--- config.mk ---
export PLATFORM = sky130hd
export DESIGN_NAME = pulse_coin_credit_tracker_flat
export DESIGN_NICKNAME = d
export VERILOG_FILES = /design/src/hdl/pcct_pkg.sv /design/src/hdl/pcct_if.sv /design/src/hdl/pcct_slot_tracker.sv /design/src/hdl/pulse_coin_credit_tracker.sv /design/src/flat_wrapper.sv
export SDC_FILE = /design/constraint.sdc
export NUM_CORES = 1
export LEC_CHECK = 0
export BUFFER_PORTS_ARGS = -buffer_cell sky130_fd_sc_hd__clkbuf_2
export CAP_MARGIN = 40
export CORE_MARGIN = 1
export CORE_UTILIZATION = 65
export DETAILED_ROUTE_END_ITERATION = 10
export GPL_TIMING_DRIVEN = 1
export PLACE_DENSITY = 0.92
export SYNTH_ARGS = -nofsm -noshare
export SYNTH_HDL_FRONTEND = slang
export SYNTH_SLANG_ARGS = --single-unit
--- constraint.sdc ---
create_clock -name i_clk -period 10.69 [get_ports i_clk]
set_clock_uncertainty 0.2 [all_clocks]
set_input_delay 2.138 -clock i_clk [delete_from_list [all_inputs] [get_ports i_clk]]
set_output_delay 2.138 -clock i_clk [all_outputs]
set_load 0.02 [all_outputs]
--- src/hdl/pcct_pkg.sv ---
// ----------------------------------------------------------------------------
// pcct_pkg
// Shared types and constants for the pulse coin credit tracker.
// ----------------------------------------------------------------------------
package pcct_pkg;

    localparam int SLOT_COUNT   = 6;
    localparam int VALUE_WIDTH  = 32;
    localparam int PIN_WIDTH    = 6;
    localparam int CMD_WIDTH    = 2;
    localparam int REG_IDX_WIDTH = 3;
    localparam int SLOT_WIDTH   = 3;

    typedef logic [CMD_WIDTH-1:0]     t_cmd;
    typedef logic [REG_IDX_WIDTH-1:0] t_reg_idx;
    typedef logic [SLOT_WIDTH-1:0]    t_slot;
    typedef logic [PIN_WIDTH-1:0]     t_pins;
    typedef logic [VALUE_WIDTH-1:0]   t_value;

    // commands
    localparam t_cmd CMD_PARALLEL = 2'd0;
    localparam t_cmd CMD_SERIAL   = 2'd1;
    localparam t_cmd CMD_SPEND    = 2'd2;

    // configuration register indexes
    localparam t_reg_idx REG_ACCEPTOR_ENABLE    = 3'd0;
    localparam t_reg_idx REG_ENABLE_ACTIVE_HIGH = 3'd1;
    localparam t_reg_idx REG_COIN_SLOT1         = 3'd2;
    localparam t_reg_idx REG_COIN_SLOT6         = 3'd7;

    localparam t_pins PIN_MASK     = 6'h3F;
    localparam t_pins PIN_SLOT1    = 6'h20;
    localparam t_pins PIN_SLOT6    = 6'h01;

    localparam t_slot SLOT_NONE    = 3'd0;
    localparam t_slot SLOT_LAST    = 3'd6;

    // credit request from the parallel slot tracker
    typedef struct packed {
        logic  add_en;
        t_slot value_idx;   // 0 selects slot 1
    } t_slot_req;

endpackage

--- src/hdl/pcct_if.sv ---
// ----------------------------------------------------------------------------
// pcct interfaces
// Valid/ready channels for sample words, result words and register writes.
// ----------------------------------------------------------------------------
interface pcct_in_if;
    logic               valid;
    logic               ready;
    pcct_pkg::t_cmd     command;
    pcct_pkg::t_pins    channel_pins;
    logic               serial_pin;
    pcct_pkg::t_value   spend_amount;

    modport source (output valid, command, channel_pins, serial_pin, spend_amount,
                    input ready);
    modport sink   (input valid, command, channel_pins, serial_pin, spend_amount,
                    output ready);
endinterface

interface pcct_out_if;
    logic               valid;
    logic               ready;
    pcct_pkg::t_value   credit;
    pcct_pkg::t_value   shortfall;
    logic               inhibit_level;

    modport source (output valid, credit, shortfall, inhibit_level, input ready);
    modport sink   (input valid, credit, shortfall, inhibit_level, output ready);
endinterface

interface pcct_cfg_if;
    logic                 valid;
    logic                 ready;
    pcct_pkg::t_reg_idx   index;
    pcct_pkg::t_value     data;

    modport source (output valid, index, data, input ready);
    modport sink   (input valid, index, data, output ready);
endinterface

--- src/hdl/pcct_slot_tracker.sv ---
// ----------------------------------------------------------------------------
// pcct_slot_tracker
// Debounces the six active-low parallel pins: a slot seen on two samples in
// a row is latched and requested for credit once all pins return high.
// ----------------------------------------------------------------------------
module pcct_slot_tracker (
    input  logic                   i_clk,
    input  logic                   i_rst_n,
    input  logic                   i_sample,
    input  pcct_pkg::t_pins        i_pins,
    output pcct_pkg::t_slot_req    o_req
);

    pcct_pkg::t_slot r_cand;
    pcct_pkg::t_slot n_cand;
    logic            r_latched;
    logic            n_latched;

    pcct_pkg::t_pins w_low;
    pcct_pkg::t_slot w_seen;
    logic            w_all_high;

    function automatic pcct_pkg::t_slot slot_decode(input pcct_pkg::t_pins low);
        pcct_pkg::t_slot s;
        s = pcct_pkg::SLOT_NONE;
        case (low)
            pcct_pkg::PIN_SLOT6: s = 3'd6;
            6'h02:               s = 3'd5;
            6'h04:               s = 3'd4;
            6'h08:               s = 3'd3;
            6'h10:               s = 3'd2;
            pcct_pkg::PIN_SLOT1: s = 3'd1;
            default:             s = pcct_pkg::SLOT_NONE;
        endcase
        return s;
    endfunction

    assign w_low      = ~i_pins & pcct_pkg::PIN_MASK;
    assign w_all_high = (w_low == '0);
    assign w_seen     = w_all_high ? pcct_pkg::SLOT_NONE : slot_decode(w_low);

    always_comb begin
        n_cand        = r_cand;
        n_latched     = r_latched;
        o_req.add_en  = 1'b0;
        o_req.value_idx = 3'(r_cand - 3'd1);
        if (w_all_high) begin
            if (r_latched) begin
                n_latched    = 1'b0;
                o_req.add_en = (r_cand != pcct_pkg::SLOT_NONE) &&
                               (r_cand <= pcct_pkg::SLOT_LAST);
            end
            n_cand = pcct_pkg::SLOT_NONE;
        end
        // a latched slot ignores everything but the release
        if (!n_latched) begin
            if (n_cand != pcct_pkg::SLOT_NONE && n_cand == w_seen) begin
                n_latched = 1'b1;
            end else begin
                n_cand = w_seen;
            end
        end
    end

    always_ff @(posedge i_clk) begin
        if (!i_rst_n) begin
            r_cand    <= pcct_pkg::SLOT_NONE;
            r_latched <= 1'b0;
        end else if (i_sample) begin
            r_cand    <= n_cand;
            r_latched <= n_latched;
        end
    end

    a_cand_range: assert property (@(posedge i_clk) disable iff (!i_rst_n)
        r_cand <= pcct_pkg::SLOT_LAST)
        else $error("candidate slot out of range");

    a_latched_has_slot: assert property (@(posedge i_clk) disable iff (!i_rst_n)
        r_latched |-> r_cand != pcct_pkg::SLOT_NONE)
        else $error("latched without a candidate slot");

    a_credit_on_release: assert property (@(posedge i_clk) disable iff (!i_rst_n)
        (i_sample && o_req.add_en) |=> !r_latched && r_cand == pcct_pkg::SLOT_NONE)
        else $error("credit request did not release the slot");

endmodule

--- src/hdl/pulse_coin_credit_tracker.sv ---
// A sample word is held in the input register; its result word is held in the result register.
// Throughput: one word per cycle unless stalled; credit is updated in a single pass.
// A stalled result holds the input register; ready follows the output side.
// Reset (synchronous, active low) clears credit, slot tracking, serial edge state
// and all configuration registers to zero.
// ----------------------------------------------------------------------------
// pulse_coin_credit_tracker
// Keeps a saturating credit total fed by parallel and serial coin pulses and
// drained by spend commands; reports credit, shortfall and inhibit drive.
// ----------------------------------------------------------------------------
module pulse_coin_credit_tracker #(
    parameter int CREDIT_WIDTH = 32
) (
    input  logic             i_clk,
    input  logic             i_rst_n,
    pcct_in_if.sink          i_in,
    pcct_out_if.source       o_out,
    pcct_cfg_if.sink         i_cfg
);

    localparam int SUM_WIDTH = ((CREDIT_WIDTH > pcct_pkg::VALUE_WIDTH) ?
                                CREDIT_WIDTH : pcct_pkg::VALUE_WIDTH) + 1;
    localparam logic [CREDIT_WIDTH-1:0] CREDIT_MAX = {CREDIT_WIDTH{1'b1}};

    // configuration
    logic               r_acceptor_enable;
    logic               r_enable_active_high;
    pcct_pkg::t_value   r_coin_value [pcct_pkg::SLOT_COUNT];

    // input register
    logic               r_in_valid;
    pcct_pkg::t_cmd     r_cmd;
    pcct_pkg::t_pins    r_pins;
    logic               r_serial_pin;
    pcct_pkg::t_value   r_spend_amount;

    // state
    logic [CREDIT_WIDTH-1:0] r_credit;
    logic [CREDIT_WIDTH-1:0] n_credit;
    logic               r_serial_prev_high;
    logic               n_serial_prev_high;

    // result register
    logic               r_out_valid;
    pcct_pkg::t_value   r_out_credit;
    pcct_pkg::t_value   r_out_shortfall;
    logic               r_out_inhibit;
    logic [SUM_WIDTH-1:0] n_missing;

    logic               w_advance;
    logic               w_exec;
    logic               w_par_sample;
    pcct_pkg::t_slot_req w_req;
    logic               w_add_en;
    pcct_pkg::t_value   w_add_val;
    logic [SUM_WIDTH-1:0] w_credit_ext;
    logic [SUM_WIDTH-1:0] w_amount_ext;
    logic [SUM_WIDTH-1:0] w_sum;
    logic [SUM_WIDTH-1:0] w_rem;

    assign w_advance    = !r_out_valid || o_out.ready;
    assign i_in.ready   = !r_in_valid || w_advance;
    assign w_exec       = r_in_valid && w_advance;
    assign w_par_sample = w_exec && (r_cmd == pcct_pkg::CMD_PARALLEL);
    assign i_cfg.ready  = 1'b1;

    always_ff @(posedge i_clk) begin
        if (!i_rst_n) begin
            r_acceptor_enable    <= 1'b0;
            r_enable_active_high <= 1'b0;
            for (int i = 0; i < pcct_pkg::SLOT_COUNT; i++) begin
                r_coin_value[i] <= '0;
            end
        end else if (i_cfg.valid) begin
            if (i_cfg.index == pcct_pkg::REG_ACCEPTOR_ENABLE) begin
                r_acceptor_enable <= i_cfg.data[0];
            end else if (i_cfg.index == pcct_pkg::REG_ENABLE_ACTIVE_HIGH) begin
                r_enable_active_high <= i_cfg.data[0];
            end else if (i_cfg.index inside
                         {[pcct_pkg::REG_COIN_SLOT1:pcct_pkg::REG_COIN_SLOT6]}) begin
                r_coin_value[pcct_pkg::SLOT_WIDTH'(i_cfg.index -
                             pcct_pkg::REG_COIN_SLOT1)] <= i_cfg.data;
            end
        end
    end

    always_ff @(posedge i_clk) begin
        if (!i_rst_n) begin
            r_in_valid <= 1'b0;
        end else if (i_in.ready) begin
            r_in_valid <= i_in.valid;
        end
    end

    always_ff @(posedge i_clk) begin
        if (i_in.valid && i_in.ready) begin
            r_cmd          <= i_in.command;
            r_pins         <= i_in.channel_pins;
            r_serial_pin   <= i_in.serial_pin;
            r_spend_amount <= i_in.spend_amount;
        end
    end

    pcct_slot_tracker u_slot_tracker (
        .i_clk    (i_clk),
        .i_rst_n  (i_rst_n),
        .i_sample (w_par_sample),
        .i_pins   (r_pins),
        .o_req    (w_req)
    );

    assign w_credit_ext = SUM_WIDTH'(r_credit);
    assign w_amount_ext = SUM_WIDTH'(r_spend_amount);
    assign w_sum        = w_credit_ext + SUM_WIDTH'(w_add_val);
    assign w_rem        = w_credit_ext - w_amount_ext;

    always_comb begin
        w_add_en           = 1'b0;
        w_add_val          = r_coin_value[w_req.value_idx];
        n_serial_prev_high = r_serial_prev_high;
        n_credit           = r_credit;
        n_missing          = '0;
        case (r_cmd)
            pcct_pkg::CMD_PARALLEL: begin
                w_add_en = w_req.add_en;
            end
            pcct_pkg::CMD_SERIAL: begin
                // falling edge of the serial pin credits slot 1
                w_add_val          = r_coin_value[0];
                w_add_en           = !r_serial_pin && r_serial_prev_high;
                n_serial_prev_high = r_serial_pin;
            end
            pcct_pkg::CMD_SPEND: begin
                if (w_amount_ext <= w_credit_ext) begin
                    n_credit = w_rem[CREDIT_WIDTH-1:0];
                end else begin
                    n_credit  = '0;
                    n_missing = w_amount_ext - w_credit_ext;
                end
            end
            default: begin
            end
        endcase
        if (w_add_en) begin
            n_credit = (w_sum > SUM_WIDTH'(CREDIT_MAX)) ? CREDIT_MAX
                                                        : w_sum[CREDIT_WIDTH-1:0];
        end
    end

    always_ff @(posedge i_clk) begin
        if (!i_rst_n) begin
            r_credit           <= '0;
            r_serial_prev_high <= 1'b0;
            r_out_valid        <= 1'b0;
        end else begin
            if (w_advance) begin
                r_out_valid <= r_in_valid;
            end
            if (w_exec) begin
                r_credit           <= n_credit;
                r_serial_prev_high <= n_serial_prev_high;
            end
        end
    end

    always_ff @(posedge i_clk) begin
        if (w_exec) begin
            r_out_credit    <= pcct_pkg::VALUE_WIDTH'(SUM_WIDTH'(n_credit));
            r_out_shortfall <= n_missing[pcct_pkg::VALUE_WIDTH-1:0];
            r_out_inhibit   <= (r_acceptor_enable == r_enable_active_high);
        end
    end

    assign o_out.valid         = r_out_valid;
    assign o_out.credit        = r_out_credit;
    assign o_out.shortfall     = r_out_shortfall;
    assign o_out.inhibit_level = r_out_inhibit;

    a_shortfall_empties: assert property (@(posedge i_clk) disable iff (!i_rst_n)
        (o_out.valid && o_out.shortfall != '0) |-> o_out.credit == '0)
        else $error("shortfall reported with credit left");

    a_in_holds_on_stall: assert property (@(posedge i_clk) disable iff (!i_rst_n)
        (r_in_valid && !w_advance) |=> r_in_valid && $stable(r_cmd))
        else $error("input word lost while output stalled");

    a_credit_only_on_exec: assert property (@(posedge i_clk) disable iff (!i_rst_n)
        !w_exec |=> $stable(r_credit))
        else $error("credit changed without a word");

endmodule
--- src/flat_wrapper.sv ---
// flat-port wrapper written by rule: the top's interface ports become plain ports
module pulse_coin_credit_tracker_flat 
#(
    parameter int CREDIT_WIDTH = 32
)
  (i_clk, i_rst_n, i_in_valid, i_in_command, i_in_channel_pins, i_in_serial_pin, i_in_spend_amount, i_in_ready, o_out_valid, o_out_credit, o_out_shortfall, o_out_inhibit_level, o_out_ready, i_cfg_valid, i_cfg_index, i_cfg_data, i_cfg_ready);
  pcct_in_if i_in_i ();
  pcct_out_if o_out_i ();
  pcct_cfg_if i_cfg_i ();
  input  logic i_clk;
  input  logic i_rst_n;
  input wire logic [$bits(i_in_i.valid)-1:0] i_in_valid;
  input wire logic [$bits(i_in_i.command)-1:0] i_in_command;
  input wire logic [$bits(i_in_i.channel_pins)-1:0] i_in_channel_pins;
  input wire logic [$bits(i_in_i.serial_pin)-1:0] i_in_serial_pin;
  input wire logic [$bits(i_in_i.spend_amount)-1:0] i_in_spend_amount;
  output wire logic [$bits(i_in_i.ready)-1:0] i_in_ready;
  output wire logic [$bits(o_out_i.valid)-1:0] o_out_valid;
  output wire logic [$bits(o_out_i.credit)-1:0] o_out_credit;
  output wire logic [$bits(o_out_i.shortfall)-1:0] o_out_shortfall;
  output wire logic [$bits(o_out_i.inhibit_level)-1:0] o_out_inhibit_level;
  input wire logic [$bits(o_out_i.ready)-1:0] o_out_ready;
  input wire logic [$bits(i_cfg_i.valid)-1:0] i_cfg_valid;
  input wire logic [$bits(i_cfg_i.index)-1:0] i_cfg_index;
  input wire logic [$bits(i_cfg_i.data)-1:0] i_cfg_data;
  output wire logic [$bits(i_cfg_i.ready)-1:0] i_cfg_ready;
  assign i_in_i.valid = i_in_valid;
  assign i_in_i.command = i_in_command;
  assign i_in_i.channel_pins = i_in_channel_pins;
  assign i_in_i.serial_pin = i_in_serial_pin;
  assign i_in_i.spend_amount = i_in_spend_amount;
  assign i_in_ready = i_in_i.ready;
  assign o_out_valid = o_out_i.valid;
  assign o_out_credit = o_out_i.credit;
  assign o_out_shortfall = o_out_i.shortfall;
  assign o_out_inhibit_level = o_out_i.inhibit_level;
  assign o_out_i.ready = o_out_ready;
  assign i_cfg_i.valid = i_cfg_valid;
  assign i_cfg_i.index = i_cfg_index;
  assign i_cfg_i.data = i_cfg_data;
  assign i_cfg_ready = i_cfg_i.ready;
  pulse_coin_credit_tracker #(.CREDIT_WIDTH(CREDIT_WIDTH)) u_core (.i_clk(i_clk), .i_rst_n(i_rst_n), .i_in(i_in_i), .o_out(o_out_i), .i_cfg(i_cfg_i));
endmodule
-- Word-level counts from Yosys, hierarchy flattened
Memory sizes are Yosys's and may differ from the RTL's.
Index checks and enable logic that the tools add are counted.
- memories kept: 1
- register bits: 147
- logic and storage cells: 88
- output and inout bits: 68
- memory bits (writable): 192
- memories (name ; depth ; bits a word ; read ports ; clocked after memory_dff ; wr ports ; line ; RTL):
    u_core.r_coin_value ; 6 ; 32 ; 2 ; 0 ; 6 ; pulse_coin_credit_tracker.sv:28 ; pcct_pkg::t_value r_coin_value [pcct_pkg::SLOT_COUNT];
- $add $sub $neg: 5
- reduce and logical (&&, ||, !) cells: 22
- eq/ne operators: 11
- order comparisons: 5
- bitwise operators: 3
- muxes and demuxes: 26
- operators by type and width (operator ; count):
    $mux W32 ; 6
    $sub A32 B32 Y32 ; 2
    $add A32 B32 Y33 ; 1
    $gt A33 B32 Y1 const B ; 1
    $le A32 B32 Y1 ; 1
    $reduce_or A32 Y1 ; 1
    $pmux W3 S6 ; 1
    $mux W3 ; 5
    $mux W1 ; 13
    $logic_and A1 B1 Y1 ; 7
    $eq A6 B1 Y1 const B ; 1
    $eq A6 B2 Y1 const B ; 1
    $eq A6 B3 Y1 const B ; 1
    $eq A6 B4 Y1 const B ; 1
    $eq A6 B5 Y1 const B ; 1
    $eq A6 B6 Y1 const B ; 1
    $le A3 B3 Y1 const B ; 2
    $logic_not A6 Y1 ; 1
    $not A6 Y6 ; 1
    $reduce_bool A3 Y1 ; 2
    $reduce_and A2 Y1 ; 2
    $eq A3 B1 Y1 const B ; 1
    $eq A3 B3 Y1 ; 1
    $ge A3 B2 Y1 const B ; 1
    13 further kinds ; 17

-- Longest topological paths before layout
- depth after elaboration: 10
- depth in mapped cells: 20

-- Modules after synthesis
A second synthesis with hierarchy kept.
- cells, all modules: 1947
- area, all modules: 22061.2 µm²
- modules (own cells, without submodules) (module ; instances ; area each (µm²) ; cells each):
    pulse_coin_credit_tracker ; 1 ; 21614.5 ; 1889
    pcct_slot_tracker ; 1 ; 446.7 ; 58

-- Worst setup path before layout
OpenSTA, ideal clock, no wires.
- kind: input -> register
- start: input port i_cfg_index[1]
- end: memory u_core.r_coin_value[7][0] (netlist name), enable pin
- data arrival time: 6329 ps
- path slack: 3648 ps
- path buffers: 2
- setup time: 513 ps
- required time: 9977 ps
- stages on the path: 5
- cells stage by stage: clkbuf_1 inv_1 ha_1 clkbuf_1 nor4b_1
- RTL lines (item ; line ; RTL):
    start, declared ; flat_wrapper.sv:24 ; input wire logic [$bits(i_cfg_i.index)-1:0] i_cfg_index;
    end, declared ; pulse_coin_credit_tracker.sv:28 ;

-- Worst setup path after layout
- start: register u_core.u_slot_tracker.r_cand[0]
- end: register u_core.r_credit[27]
- word-level cells in the longest chain between the ends: 7
- ends and longest elaborated chain (item ; line ; RTL):
    start, declared ; pcct_slot_tracker.sv:14 ; pcct_pkg::t_slot r_cand;
    start signal, assigned ; pcct_slot_tracker.sv:67 ; r_cand <= pcct_pkg::SLOT_NONE;
    start signal, assigned ; pcct_slot_tracker.sv:70 ; r_cand <= n_cand;
    $sub A3 B1 Y3 ; pcct_slot_tracker.sv:46 ; o_req.value_idx = 3'(r_cand - 3'd1);
    $mem_v2 Z6 W32 ; - ;
    $mux W32 ; pulse_coin_credit_tracker.sv:123 ; case (r_cmd)
    $add A32 B32 Y33 ; pulse_coin_credit_tracker.sv:114 ; assign w_sum = w_credit_ext + SUM_WIDTH'(w_add_val);
    $gt A33 B32 Y1 ; pulse_coin_credit_tracker.sv:145 ; n_credit = (w_sum > SUM_WIDTH'(CREDIT_MAX)) ? CREDIT_MAX
    $mux W32 ; pulse_coin_credit_tracker.sv:145 ;
    $mux W32 * ; pulse_coin_credit_tracker.sv:144 ; if (w_add_en) begin
    end signal, assigned ; pulse_coin_credit_tracker.sv:160 ; r_credit <= n_credit;
    end, declared ; pulse_coin_credit_tracker.sv:38 ; logic [CREDIT_WIDTH-1:0] r_credit;
Every way passes the cells marked *; elsewhere a longest branch is shown, timed or not.
A chain may end at the register's enable or synchronous reset.

==> flow_metrics.py <==
metrics = {
    "yosys": {
        "syn_avg_cell_area_sq_um": 11.12,
        "synth.mux.area_fraction_pct": 8.247,
        "synth-seq-cells": 403,
        "synth_common_cells": "edfxtp_1 (362), nor2_1 (231), nand2_1 (179), a21oi_1 (133), inv_1 (131)",
        "synth-warning-count": 0,
        "syn_area_sq_um": 22090,
        "synthSimpleGateAreaFrac_pct": 12.31,
        "synth_edf_count": 362,
        "synth_top_family_by_area": "compound AO/OA/AOI/OAI gates",
        "synth_xor_area_share_pct": 3.251,
        "synthArstFlopShare_pct": 0,
        "synth_compound_area_share_pct": 13.11,
        "netlist.top_cell.by_area": "edfxtp_1",
        "ys_top_cells_by_area": "edfxtp_1 (49%), mux4_2 (6.5%), ha_1 (5.6%)",
        "syn_inst": 1986,
        "yosysMostFrequentCell": "edfxtp_1",
        "synth_ff_type": "edfxtp_1",
        "synth.top_cell.area_share_pct": 49.21,
        "ys_seq_area_share_pct": 52.93,
        "ys_types": 73,
        "synth.net_count": 2169,
        "synth_fa_ha_area_share_pct": 5.879,
    },
    "route": {
        "via_count": 16900,
        "post_drt_wl_per_cell_um": 23.38,
        "drc": 0,
        "dr.pass1.iters": 6,
        "wirelength_mm": 60.13,
        "drt-initial-drc-count": 2027,
        "ant_nets": 0,
        "vias_per_cell": 6.572,
    },
    "die": {
        "die_h_um": 186.4,
        "rows": 67,
        "start_util_pct": 66.04,
        "io_pins": 149,
        "die_w_um": 186.4,
        "die_area_sq_um": 34730,
        "core_area_sq_um": 33450,
    },
    "place": {
        "hpwl_mm": 40.45,
        "gp_congestion": 0.9742,
        "port_buffers": 147,
    },
    "hold_path": {
        "worstHoldStart": "u_core.r_serial_prev_high",
        "hold_path_depth": 2,
        "min_to": "u_core.r_serial_prev_high",
        "hp-class": "reg2reg",
    },
    "worst_setup_path": {
        "r2r_cells": 19,
        "cp_slowest_cell": "dfxtp_4",
        "setup.worst_path.start_class": "flip-flop",
        "cpPeakStageDelay_ps": 590,
        "critical_path_arrival_ps": 5860,
        "crit_path_end_kind": "flip-flop",
        "r2r_slack_ps": 5090,
        "timing.rr.end": "u_core.r_credit[27]",
        "critPathKind": "reg2reg",
        "worstPathBufferInverterCount": 4,
        "worstPathRequired_ps": 10960,
        "reg2reg_from": "u_core.u_slot_tracker.r_cand[0]",
        "crit_family": "compound AO/OA/AOI/OAI gates",
        "crit_fanout": 53,
        "critical_path.cell_chain": "inv_1, ha_2, buf_4, buf_16, mux4_2, mux2i_1, nor2_1, a21oi_1, inv_1, ha_1, a211oi_1, nor2_1, o311ai_0, nand2_1, o311ai_0, a31oi_1, mux2i_1, nor3b_1, nor4b_1",
    },
    "grt": {
        "grt_usage_pct": 34.69,
        "grt_start_max_net_pins": 67,
        "grt_pass1_wl_mm": 93.16,
        "antenna_found_initial": 0,
        "grt_overflow": 0,
        "grt_pass1_vias": 16850,
    },
    "clock_tree": {
        "cts_buffer_depth": 3,
        "cts_buffers": 42,
        "h-tree-depth": 2,
        "hold_buffers": 0,
        "root_buffer": "clkbuf_16",
        "cts_sinks": 403,
        "cts_tree": "done",
        "cts.repair.resized": 0,
        "path_clk_slew_ps": 60,
        "post_cts.repair.setup_buffers": 0,
        "clk_latency_ps": 580,
    },
    "finish": {
        "drive_above_1_share_pct": 15.40,
        "area_delta_synth_final_pct": 11.84,
        "final_nets": 2274,
        "diodes": 0,
    },
    "timing": {
        "min_period_ps": 5596,
        "post-route-period-util_pct": 52.34,
        "drv_slew": 0,
        "max_freq_mhz": 178.7,
        "rsz0062_at_grt": "no",
        "hold_violations": 0,
        "slew_headroom_pct": 36.30,
        "holdWs_ps": 294.1,
        "setup_tns_ps": 0,
        "tightest_slew_ps": 955.5,
        "setup_viol": 0,
    },
    "flow_run": {
        "drv_cap": 0,
    },
    "status": {
        "status": "finished, final reports clean",
    },
    "power": {
        "power.density_nw_per_um2": 150.1,
        "ir_drop_v": 0.0001815,
        "p_leak_nw": 9.500,
    },
}
## how the worst max path moves through the flow
stage	cells after the start	start	endpoint
2_1_floorplan	5	i_cfg_index[1]	u_core.r_coin_value[7][0]
3_3_place_gp	18	u_core.u_slot_tracker.r_cand[0]	u_core.r_credit[27]
3_5_place_dp	19	u_core.u_slot_tracker.r_cand[0]	u_core.r_credit[27]
4_1_cts	19	u_core.u_slot_tracker.r_cand[0]	u_core.r_credit[27]
5_1_grt	19	u_core.u_slot_tracker.r_cand[0]	u_core.r_credit[27]
6_report	19	u_core.u_slot_tracker.r_cand[0]	u_core.r_credit[27]
## area by class of cell
cell class              instances  area [sq um]
repair buffers                175          1018
multi-input cells            1338          9524
clock buffers                  56          1186
inverters                     131         493.0
flip-flops and latches        403         11700
fillers                      2172          8742
clock inverters                21         229.0
well taps                     448         560.5
## worst min-delay path: stages (launching register included)
cell and delay (ps):
dfxtp_1 310, nand2_1 50, a21boi_0 80
## per-layer routing
layer | track usage (%) | share of wire (%) | vias to the layer above
li1 | - | - | 7475
met1 | 44.42 | 37 | 8050
met2 | 59.06 | 50 | 1186
met3 | 4.909 | 9.3 | 193
met4 | 15.42 | 4.1 | 0
met5 | 0 | 0 | -
## power breakdown
| part | switching (mW) | total, mW | leakage, nW | internal [mW] |
|---|---|---|---|---|
| clock network | 0.629 | 1.49 | 0.691 | 0.860 |
| logic | 0.253 | 0.386 | 5.15 | 0.133 |
| registers | 0.0382 | 1.83 | 3.66 | 1.80 |
## sequential cells by signal, indices dropped and copies added, names as in the netlist, 2 cells and up
signal,cells
u_core.o_out.credit,32
u_core.o_out.shortfall,32
u_core.r_cmd,2
u_core.r_coin_value,256
u_core.r_credit,32
u_core.r_pins,6
u_core.r_spend_amount,32
u_core.u_slot_tracker.r_cand,3
## cells by family after synthesis
group | Yosys count
AO/OA/AOI/OAI | 448
adder cells (fa/ha/maj) | 102
other | 1
buffers and inverters | 245
XOR/XNOR | 82
flip-flops | 403
multiplexers | 102
AND/OR/NAND/NOR | 603
## placed cells by master, fill, tap and decap left out, types with 17 or more instances in the layout
cell,n
xor2_1,31
a21o_1,40
edfxtp_1,362
buf_4,24
mux4_2,64
inv_1,130
clkbuf_2,147
mux2i_1,38
o2bb2ai_1,17
nor2_1,231
nand4_1,28
and2_1,38
xnor2_1,50
a221oi_1,28
o21ai_0,96
a21oi_1,132
nand2_1,178
nor2b_1,17
ha_1,98
nand3_1,37
nor3_1,19
dfxtp_1,40
clkbuf_16,44
## metrics by stage
step,power (mW),setup WS [ps],area [sq um],instances,util (%)
6_report,3.709,5094,24710,2572,73.86
5_1_grt,3.798,4741,24710,2572,73.86
4_1_cts,3.702,5102,24710,2572,73.86
3_5_place_dp,2.236,5207,23290,2495,69.63
3_3_place_gp,2.219,5052,23180,2490,69.30
2_1_floorplan,2.109,3648,22090,1986,-
Power figures use the tool's default switching activity.
